File: src/design/ldc_pkg.sv
// Types and constants shared by the lens distortion correction block.
`timescale 1ns / 1ps

package ldc_pkg;

   localparam int PIPE_DEPTH      = 13;
   localparam int CSR_INDEX_WIDTH = 3;
   localparam int CSR_DATA_WIDTH  = 32;

   localparam logic [CSR_INDEX_WIDTH-1:0] CSR_CENTER_X      = 3'd0;
   localparam logic [CSR_INDEX_WIDTH-1:0] CSR_CENTER_Y      = 3'd1;
   localparam logic [CSR_INDEX_WIDTH-1:0] CSR_RADIAL_K1     = 3'd2;
   localparam logic [CSR_INDEX_WIDTH-1:0] CSR_RADIAL_K2     = 3'd3;
   localparam logic [CSR_INDEX_WIDTH-1:0] CSR_TANGENTIAL_P1 = 3'd4;
   localparam logic [CSR_INDEX_WIDTH-1:0] CSR_TANGENTIAL_P2 = 3'd5;

   localparam logic signed [23:0] OUT_MAX = 24'sh7FFFFF;
   localparam logic signed [23:0] OUT_MIN = 24'sh800000;

   typedef struct packed {
      logic [15:0] point_x;
      logic [15:0] point_y;
   } ldc_req_type;

   typedef struct packed {
      logic signed [23:0] corrected_x;
      logic signed [23:0] corrected_y;
      logic               saturated;
   } ldc_rsp_type;

   // Coefficients are held as magnitude and sign.
   typedef struct packed {
      logic [15:0] center_x;
      logic [15:0] center_y;
      logic [31:0] k1_mag;
      logic        k1_neg;
      logic [31:0] k2_mag;
      logic        k2_neg;
      logic [31:0] p1_mag;
      logic        p1_neg;
      logic [31:0] p2_mag;
      logic        p2_neg;
   } ldc_coef_type;

endpackage

File: src/design/ldc_csr.sv
// Configuration registers of the lens distortion correction block.
`timescale 1ns / 1ps

module ldc_csr #(
   parameter int COORD_FRAC_BITS = 6
) (
   input  logic                                clock,
   input  logic                                reset,
   input  logic                                csr_valid,
   output logic                                csr_ready,
   input  logic [ldc_pkg::CSR_INDEX_WIDTH-1:0] csr_index,
   input  logic [ldc_pkg::CSR_DATA_WIDTH-1:0]  csr_data,
   output ldc_pkg::ldc_coef_type               coef
);
   import ldc_pkg::*;

   localparam int CX_SHIFTED = 320 * (2 ** COORD_FRAC_BITS);
   localparam int CY_SHIFTED = 240 * (2 ** COORD_FRAC_BITS);
   localparam logic [15:0] CENTER_X_RESET = (CX_SHIFTED > 65535) ? 16'hFFFF : 16'(CX_SHIFTED);
   localparam logic [15:0] CENTER_Y_RESET = (CY_SHIFTED > 65535) ? 16'hFFFF : 16'(CY_SHIFTED);
   localparam ldc_coef_type COEF_RESET = '{
      center_x: CENTER_X_RESET,
      center_y: CENTER_Y_RESET,
      default:  '0
   };

   ldc_coef_type                coef_ff;
   ldc_coef_type                coef_in;
   logic [CSR_DATA_WIDTH-1:0]   data_mag;

   assign csr_ready = 1'b1;
   assign coef      = coef_ff;
   assign data_mag  = csr_data[CSR_DATA_WIDTH-1] ? (~csr_data + 1'b1) : csr_data;

   always_comb begin
      coef_in = coef_ff;
      if (csr_valid) begin
         case (csr_index)
            CSR_CENTER_X: begin
               coef_in.center_x = csr_data[15:0];
            end
            CSR_CENTER_Y: begin
               coef_in.center_y = csr_data[15:0];
            end
            CSR_RADIAL_K1: begin
               coef_in.k1_mag = data_mag;
               coef_in.k1_neg = csr_data[CSR_DATA_WIDTH-1];
            end
            CSR_RADIAL_K2: begin
               coef_in.k2_mag = data_mag;
               coef_in.k2_neg = csr_data[CSR_DATA_WIDTH-1];
            end
            CSR_TANGENTIAL_P1: begin
               coef_in.p1_mag = data_mag;
               coef_in.p1_neg = csr_data[CSR_DATA_WIDTH-1];
            end
            CSR_TANGENTIAL_P2: begin
               coef_in.p2_mag = data_mag;
               coef_in.p2_neg = csr_data[CSR_DATA_WIDTH-1];
            end
            default: begin
               coef_in = coef_ff;
            end
         endcase
      end
   end

   always_ff @(posedge clock) begin
      if (reset) begin
         coef_ff <= COEF_RESET;
      end else begin
         coef_ff <= coef_in;
      end
   end

endmodule

File: config.mk
export PLATFORM = sky130hd
export DESIGN_NAME = ldc_csr
export DESIGN_NICKNAME = d
export VERILOG_FILES = /design/src/design/ldc_pkg.sv /design/src/design/ldc_csr.sv
export SDC_FILE = /design/constraint.sdc
export NUM_CORES = 1
export LEC_CHECK = 0
export BUFFER_PORTS_ARGS = -buffer_cell sky130_fd_sc_hd__buf_2
export CORE_AREA = 2 2 117 119
export DETAILED_ROUTE_END_ITERATION = 6
export DIE_AREA = 0 0 119 121
export PLACE_DENSITY_LB_ADDON = 0.12
export SKIP_LAST_GASP = 1
export SYNTH_ARGS = -nofsm -noshare
export SYNTH_HDL_FRONTEND = slang
export SYNTH_SLANG_ARGS = --single-unit
File: constraint.sdc
create_clock -name clock -period 3.3 [get_ports clock]
set_input_delay 0.66 -clock clock [delete_from_list [all_inputs] [get_ports clock]]
set_output_delay 0.66 -clock clock [all_outputs]
set_load 0.1 [all_outputs]
; Word level (Yosys, flattened, before mapping)
; Index checks and enable logic that the tools add are counted.
[totals]
register_bits = 164
in_bits = 38
out_inout_bits = 165
word_cells = 25
[classes]
mux = 1
eq_ne = 5
add_sub_neg = 1
n_bitwise = 1
reduce_logical = 7
[ops]
columns = op, count
row1 = "32-bit by 1-bit adder with 32-bit output, second input constant", 1
row2 = 32-bit 2-to-1 mux, 1
row3 = 32-bit inverter, 1
row4 = 2-bit AND reduction, 6
row5 = "3-bit by 2-bit equality test with 1-bit output, second input constant", 2
row6 = "3-bit equality test, second input constant", 2
row7 = "3-bit by 1-bit equality test with 1-bit output, second input constant", 1
row8 = 3-bit zero test, 1

; Longest topological paths before layout
; Gate-level depths: netlist of the first run.
[depth]
word_depth = 3
ltp_mapped = 8
ltp_nobuf = 7

; Worst setup path after synthesis of the first run
; Ideal clock, no wire load.
[synth_timing]
path_kind = input to register
from = in csr_data[9] in the netlist's numbering
to = reg coef_ff (netlist bit coef[65])
setup_ns = 0.065
t_required_ns = 3.235
stages = 7
path_buffers = 2
arrival_ns = 2.598
path_slack_ns = 0.637
path_cell_list = buf_6 > or4_1 > buf_2 > or4_4 > or4_4 > o21a_1 > nor2_1
[synth_between]
elab_chain_len = 3
[synth_lines]
columns = element, line_no
row1 = start: declaration, ldc_csr.sv:12  ; input logic [ldc_pkg::CSR_DATA_WIDTH-1:0] csr_data,
row2 = 32-bit inverter, ldc_csr.sv:33  ; assign data_mag = csr_data[CSR_DATA_WIDTH-1] ? (~csr_data + 1'b1) : csr_data;
row3 = 32-bit by 1-bit adder with 32-bit output, ldc_csr.sv:33
row4 = 32-bit 2-to-1 mux, ldc_csr.sv:33
row5 = end signal: assignment, ldc_csr.sv:72  ; coef_ff <= coef_in;
row6 = end: declaration, ldc_csr.sv:27  ; ldc_coef_type coef_ff;
; Every way passes these cells.
; A chain may end at the register's enable or synchronous reset.

; Worst setup path after layout of the first run
[layout_timing]
from = in csr_data[9] in the netlist's numbering
to = reg coef_ff (netlist bit coef[61])
; Same word-level chain as after synthesis.

==> qor.yml, run 1 <==
stdcell_count: 1141
globalplace.congestion: 0.861
die_area_um2: 14400
syn_inst: 786
start_kind: "input pin"
ys_ff_latch: 164
die_y_um: 121
irDropWorstVdd_v: 0.000306
clock-sinks: 164
vias: 6105
core-area_um2: 13100
drive_gt1_share_pct: 26.7
power.density_nw_per_um2: 576
setup_slack_ns: 0.748
first_global_vias: 5472
antenna_found_initial: 0
max_cap_viol_count: 0
static-leakage-power_nw: 3.41
fin_crit_sh_pct: 77.3
ys_warn_count: 0
ys_types: 46
cts_root_buf: "clkbuf_16"
dpl.hpwl_um: 13000
power.total_mw: 4.75
hp-class: "flip-flop to flip-flop"
placed_cells: 1109
htreeDepth: 4
drt_pass1_iterations: 5
clk_latency_ns: 0.41
seq_area_frac_synth_pct: 49.9
clock_skew_ns: 0
postCtsHoldBufs: 0
final_util_pct: 63.0
fp-row-count: 42
min_period_ns: 2.55
cts_resized: 0
syn_to_final_growth_pct: 25.3
largest_register_ff_count: 164
track_usage_pct: 25.4
synth_area_per_cell_um2: 8.37
routed_wirelength_um: 18500
drt_iter0_drc: 424
fin_area_um2: 8240
drt-vias-per-instance: 5.35
max_freq_mhz: 392
crit_type: "input pin to flip-flop"
cp.required_ns: 3.64
synth_ff_type: "dfxtp_1"
ys_async_sr_fraction_pct: 0
routedWlPerCell_um: 16.2
hold_ws_ns: 0.451
postCtsSetupBuffers: 0
fill_cells: 1175
timing.slew.headroom_pct: 44.3
setup_tns_ns: 0
ant_nets: 0
io_pins: 203
cts_tree: "yes"
arrival_ns: 2.89
place_ws_ns: 0.355
cts_buffer_depth: 2
syn-num-nets: 825
hold_violations: 0
grt_max_degree: 83
grt_overflow: 0
rsz0062_at_grt: "no"
initial_core_util_pct: 50.3
worstMarginPinSlew_ns: 0.836
n_antenna_cell: 0
placed_area_um2: 7680
reg2reg_setup_slack_ns: 2.55
end_kind: "flip-flop"
worst-path-max-fanout: 8
status: "finished, final reports clean"
grt_pass1_wl_um: 29100
synth_edf_count: 0
drc: 0
portBuffers: 201
clk_pin_slew_ns: 0.06
slew_violations: 0
nNetsFinal: 991
synth_area_um2: 6580
numCtsBuffers: 17
die_x_um: 119
setup_viol: 0
kinds of logic (layout without fill, tap and decap cells):
| group | count (synthesis) | in the layout | synth area share (%) |
|---|---|---|---|
| AO/OA/AOI/OAI | 194 | 194 | 19.8 |
| XOR/XNOR | 23 | 23 | 3.06 |
| adder cells (fa/ha/maj) | 1 | 1 | 0.190 |
| buffers and inverters | 74 | 253 | 4.41 |
| flip-flops | 164 | 164 | 49.9 |
| multiplexers | 5 | 5 | 0.761 |
| other | 1 | 1 | 0.0570 |
| AND/OR/NAND/NOR | 324 | 324 | 21.8 |
synth_stat cells, drive strengths merged (6+ instances only):
| master | number | area share [%] |
|---|---|---|
| nor2 | 128 | 7.3 |
| nor3 | 22 | 1.7 |
| xnor2 | 8 | 1.1 |
| a21oi | 50 | 3.8 |
| a31oi | 8 | 0.76 |
| o41ai | 9 | 1.2 |
| o31ai | 7 | 0.80 |
| nor4 | 10 | 0.95 |
| nand3 | 6 | 0.53 |
| clkbuf | 63 | 3.6 |
| o22ai | 8 | 0.76 |
| nand3b | 11 | 1.3 |
| inv | 6 | 0.34 |
| a211oi | 84 | 9.6 |
| o21ai | 14 | 1.1 |
| dfxtp | 164 | 50 |
| xor2 | 15 | 2.0 |
| nand2b | 7 | 0.67 |
| nand2 | 112 | 6.4 |
power breakdown:
| group | internal, mW | switching [mW] | leakage [nW] |
|---|---|---|---|
| combinational | 0.147 | 0.685 | 1.82 |
| clock | 1.10 | 0.747 | 0.260 |
| sequential | 2.04 | 0.0310 | 1.33 |
| total | 3.29 | 1.46 | 3.41 |
routing by layer:
layer,vias up,track usage (%),part of all wire [%]
met4,0,9.15,1.9
li1,3084,-,-
met3,30,6.48,7.0
met5,-,0,0
met1,2760,35.6,47
met2,231,37.9,44
final cells by class:
class                   count  area, um2  share of cell area [%]
clock buffers              25        485                    5.89
clock inverters             7       73.8                   0.896
inverters                   6       22.5                   0.273
multi-input cells         548       3030                    36.8
flip-flops and latches    164       3280                    39.8
well taps                 176        220                    2.67
repair buffers            215       1130                    13.7
layout by cell type (no fill, tap or decap), types with 5 or more instances in the layout:
cell type and n:
buf_2 200, dfxtp_1 164, nor2_1 127, nand2_1 112
a211oi_1 84, a21oi_1 50, nor3_1 20, clkbuf_16 17
xor2_1 15, o21ai_0 14, buf_4 14, nor4_1 10
nand3b_1 10, o41ai_1 9, xnor2_1 8, o22ai_1 8
a31oi_1 8, nand2b_1 7, o31ai_1 7, inv_1 6
nand3_1 5, mux2i_1 5, nor2b_1 5, o21a_1 5
clkbuf_1 5
worst paths after layout:
path                                   from         to  cells past startpoint
worst max register to register     coef[52]   coef[52]                      2
worst max-delay path            csr_data[9]   coef[61]                      6
worst min register to register    coef[110]  coef[110]                      2
worst min-delay path              coef[110]  coef[110]                      2
critical path, stage by stage:
cell and delay (ns):
buf_2 0.16, or4_1 0.67, or4_4 0.51, nor4_1 0.51
o21ai_0 0.19, a31oi_1 0.19
(Power assumes the default switching activity.)
==> run 2: changes to the inputs <==
Settings changed: CORE_AREA 2 2 117 119 to 2 2 123 125, DIE_AREA 0 0 119 121 to 0 0 125 127.
Clock period 3.3 ns to 2.11 ns, I/O delays scaled along.
==> qor.yml, run 2 (same netlist as run 1, synthesis figures left out) <==
drt_pass1_iterations: 5
arrival_ns: 2.43
fp-row-count: 44
layout_common_cells: "200 x buf_2, 164 x dfxtp_1, 127 x nor2_1"
mostFrequentLayoutCell: "buf_2"
min_period_ns: 2.07
grt_pass1_wl_um: 30800
die_area_um2: 15900
drc: 0
setup_viol: 0
reg2reg_setup_slack_ns: 1.40
static-leakage-power_nw: 3.76
io_pins: 203
track_usage_pct: 24.3
drive_gt1_share_pct: 33.0
clock_skew_ns: 0
cts_resized: 0
crit_chain: "buf_2 -> or4_4 -> or4_4 -> or4_4 -> o21a_1 -> nor2_1"
path_buf_inv: 1
crit_type: "input pin to flip-flop"
start_kind: "input pin"
ant_nets: 0
slew_violations: 0
postCtsHoldBufs: 0
nNetsFinal: 1056
rsz0062_at_grt: "yes"
path_delay_family: "simple AND/OR/NAND/NOR gates"
syn_to_final_growth_pct: 34.8
worst-path-max-fanout: 5
slowest_stage: "or4_4"
initial_core_util_pct: 45.6
dpl.hpwl_um: 14000
cts_root_buf: "clkbuf_16"
clk_latency_ns: 0.42
status: "finished, final reports clean"
grt_overflow: 0
die_y_um: 127
irDropWorstVdd_v: 0.000545
cts_buffer_depth: 2
timing.slew.headroom_pct: 60.1
worstMarginPinSlew_ns: 0.597
largest_register_ff_count: 164
drt_iter0_drc: 548
routed_wirelength_um: 19800
numCtsBuffers: 17
drt-vias-per-instance: 5.25
setup_tns_ns: 0
first_global_vias: 5637
fill_cells: 1301
hp-class: "input pin to flip-flop"
cts_tree: "yes"
cp_common_cell: "or4_4"
antenna_found_initial: 1
path_depth: 6
postCtsSetupBuffers: 0
vias: 6376
end_kind: "flip-flop"
globalplace.congestion: 0.856
clock-sinks: 164
whs_path_depth: 4
portBuffers: 201
max_cap_viol_count: 0
final_util_pct: 61.5
routedWlPerCell_um: 16.3
power.density_nw_per_um2: 851
fin_crit_sh_pct: 98.2
core-area_um2: 14400
cp.required_ns: 2.46
hold_violations: 0
die_x_um: 125
ff2ff_path_depth: 2
cpPeakStageDelay_ns: 0.58
grt_max_degree: 88
max_freq_mhz: 483
clk_pin_slew_ns: 0.06
htreeDepth: 4
## run 2: tightest hold or removal path, stage by stage
cell	delay [ns]
buf_2	0.09
buf_4	0.12
nand2_1	0.05
nand3b_1	0.06
## run 2: final timing paths
check / from / endpoint
max: csr_data[12] / coef[131]
min: csr_data[12] / coef[160]
max reg2reg: coef[114] / coef[114]
min reg2reg: coef[137] / coef[137]
## run 2: layout make-up
class | instances | area (um2) | area share [%]
Antenna cell | 1 | 2.50 | 0.0282
Clock buffer | 23 | 458 | 5.17
Clock inverter | 9 | 81.3 | 0.917
Inverter | 6 | 22.5 | 0.254
Multi-Input combinational cell | 548 | 3140 | 35.4
Sequential cell | 164 | 3280 | 37.0
Tap cell | 184 | 230 | 2.60
Timing Repair Buffer | 280 | 1650 | 18.6
## run 2: routing by layer
layer	track usage, %	vias to the layer above	wire length, um
met1	34.9	2929	9560
met5	0	-	0
met4	7.06	0	243
li1	-	3213	-
met2	36.3	218	8760
met3	6.03	16	1280
## run 2: per-stage QoR
stage	hold WS, ns	worst slack (ns)	power, mW	area (um2)	cells
6_report	0.355	0.0379	7.54	8870	1215
5_1_grt	0.347	-0.0159	7.80	8860	1214
4_1_cts	0.342	0.0241	7.58	8820	1214
3_5_place_dp	0.441	-0.412	4.72	8280	1182
3_3_place_gp	0.440	-0.399	4.72	8280	1182
2_1_floorplan	0.543	-0.249	4.35	6650	786
## run 2: where the power goes
part           switching, mW  internal (mW)
logic                   1.11          0.322
clock network           1.22           1.65
registers             0.0486           3.19
total                   2.38           5.16
==> run 3: changes to the inputs <==
--- a/config.mk
+++ b/config.mk
@@ -10,5 +10,6 @@
 export DETAILED_ROUTE_END_ITERATION = 6
 export DIE_AREA = 0 0 125 127
-export PLACE_DENSITY_LB_ADDON = 0.12
+export PLACE_DENSITY = 0.75
+export SETUP_SLACK_MARGIN = 0.02
 export SKIP_LAST_GASP = 1
 export SYNTH_ARGS = -nofsm -noshare
==> constraint.sdc (replaced) <==
create_clock -name clock -period 2.11 [get_ports clock]
set_input_delay 0.1055 -clock clock [delete_from_list [all_inputs] [get_ports clock]]
set_output_delay 0.1055 -clock clock [all_outputs]
set_load 0.1 [all_outputs]
==> qor.yml, run 3 (same netlist as run 1, synthesis figures left out) <==
status: "finished, final reports clean"
max_cap_viol_count: 0
reg2reg_setup_slack_ns: 1.39
end_kind: "flip-flop"
portBuffers: 201
drc: 0
fp-row-count: 44
fin_crit_sh_pct: 87.2
cp.required_ns: 2.41
setup_tns_ns: 0
clk_latency_ns: 0.42
grt_max_degree: 92
hold_ws_ns: 0.0222
layout_common_cells: "200 x buf_2, 164 x dfxtp_1, 127 x nor2_1"
drt_iter0_drc: 460
cts_resized: 0
crit_type: "input pin to flip-flop"
first_global_vias: 5615
max_freq_mhz: 544
slew_violations: 0
n_antenna_cell: 0
clk_pin_slew_ns: 0.06
power.total_mw: 7.42
die_x_um: 125
io_pins: 203
worstMarginPinSlew_ns: 0.903
cts_root_buf: "clkbuf_16"
core-area_um2: 14400
dpl.hpwl_um: 13900
ant_nets: 0
syn_to_final_growth_pct: 29.8
globalplace.congestion: 0.905
cts_buffer_depth: 2
place_ws_ns: -0.156
antenna_found_initial: 0
numCtsBuffers: 17
slowest_stage: "or4_1"
routedWlPerCell_um: 16.6
drt_pass1_iterations: 5
cpPeakStageDelay_ns: 0.56
min_period_ns: 1.84
postCtsHoldBufs: 5
vias: 6337
die_area_um2: 15900
final_util_pct: 59.2
die_y_um: 127
routed_wirelength_um: 19600
track_usage_pct: 24.2
worst-path-max-fanout: 7
hold_violations: 0
start_kind: "input pin"
initial_core_util_pct: 45.6
mostFrequentLayoutCell: "buf_2"
cts_tree: "yes"
crit_chain: "buf_2 -> or4_1 -> buf_4 -> or4_4 -> o31ai_1 -> xor2_1 -> a211oi_1"
power.density_nw_per_um2: 869
arrival_ns: 2.14
clock_skew_ns: 0
setup_viol: 0
nNetsFinal: 1028
hp-class: "input pin to flip-flop"
drt-vias-per-instance: 5.36
rsz0062_at_grt: "no"
setup_slack_ns: 0.270
largest_register_ff_count: 164
grt_pass1_wl_um: 30500
timing.slew.headroom_pct: 39.1
static-leakage-power_nw: 3.60
postCtsSetupBuffers: 0
irDropWorstVdd_v: 0.000516
clock-sinks: 164
drive_gt1_share_pct: 28.9
htreeDepth: 4
grt_overflow: 0
run 3: changes by cell type in the layout (fill, tap and decap cells not counted), moves of 4 or more:
cell / delta
dlygate4sd3_1: +5
nor3_1: +5
nor3_2: -4
buf_4: -33
run 3: final cells by class:
cell class | count | area, um2
flip-flops and latches | 164 | 3280
clock inverters | 6 | 57.6
repair buffers | 252 | 1450
multi-input cells | 548 | 3030
fillers | 1344 | 5880
well taps | 184 | 230
clock buffers | 22 | 464
inverters | 6 | 22.5
run 3: metrics by stage:
step	instances	cell area [um2]
floorplan	786	6590
detailed placement	1149	7970
global placement	1149	7970
finish	1182	8540
global route	1182	8540
CTS	1182	8540
run 3: final timing paths:
kind,from,cells past startpoint,endpoint
max,csr_data[9],7,coef[96]
min,csr_data[2],3,coef[150]
max reg2reg,coef[60],2,coef[60]
min reg2reg,coef[110],2,coef[110]
run 3: power breakdown:
part / internal [mW] / leakage, nW / switching, mW
registers: 3.19 / 1.33 / 0.0472
clock network: 1.65 / 0.257 / 1.16
logic: 0.279 / 2.01 / 1.09
run 3: layer usage:
| layer | vias up | routed length (um) | track usage (%) |
|---|---|---|---|
| li1 | 3145 | - | - |
| met1 | 2914 | 8910 | 32.6 |
| met2 | 256 | 8790 | 37.4 |
| met3 | 22 | 1610 | 7.29 |
| met4 | 0 | 313 | 7.97 |
| met5 | - | 0 | 0 |
run 3: worst max-delay path, delay by kind of cell:
family                 cells  cell delay, ns
AND/OR/NAND/NOR            2            1.02
AO/OA/AOI/OAI              2            0.39
XOR/XNOR                   1            0.33
buffers and inverters      2            0.29
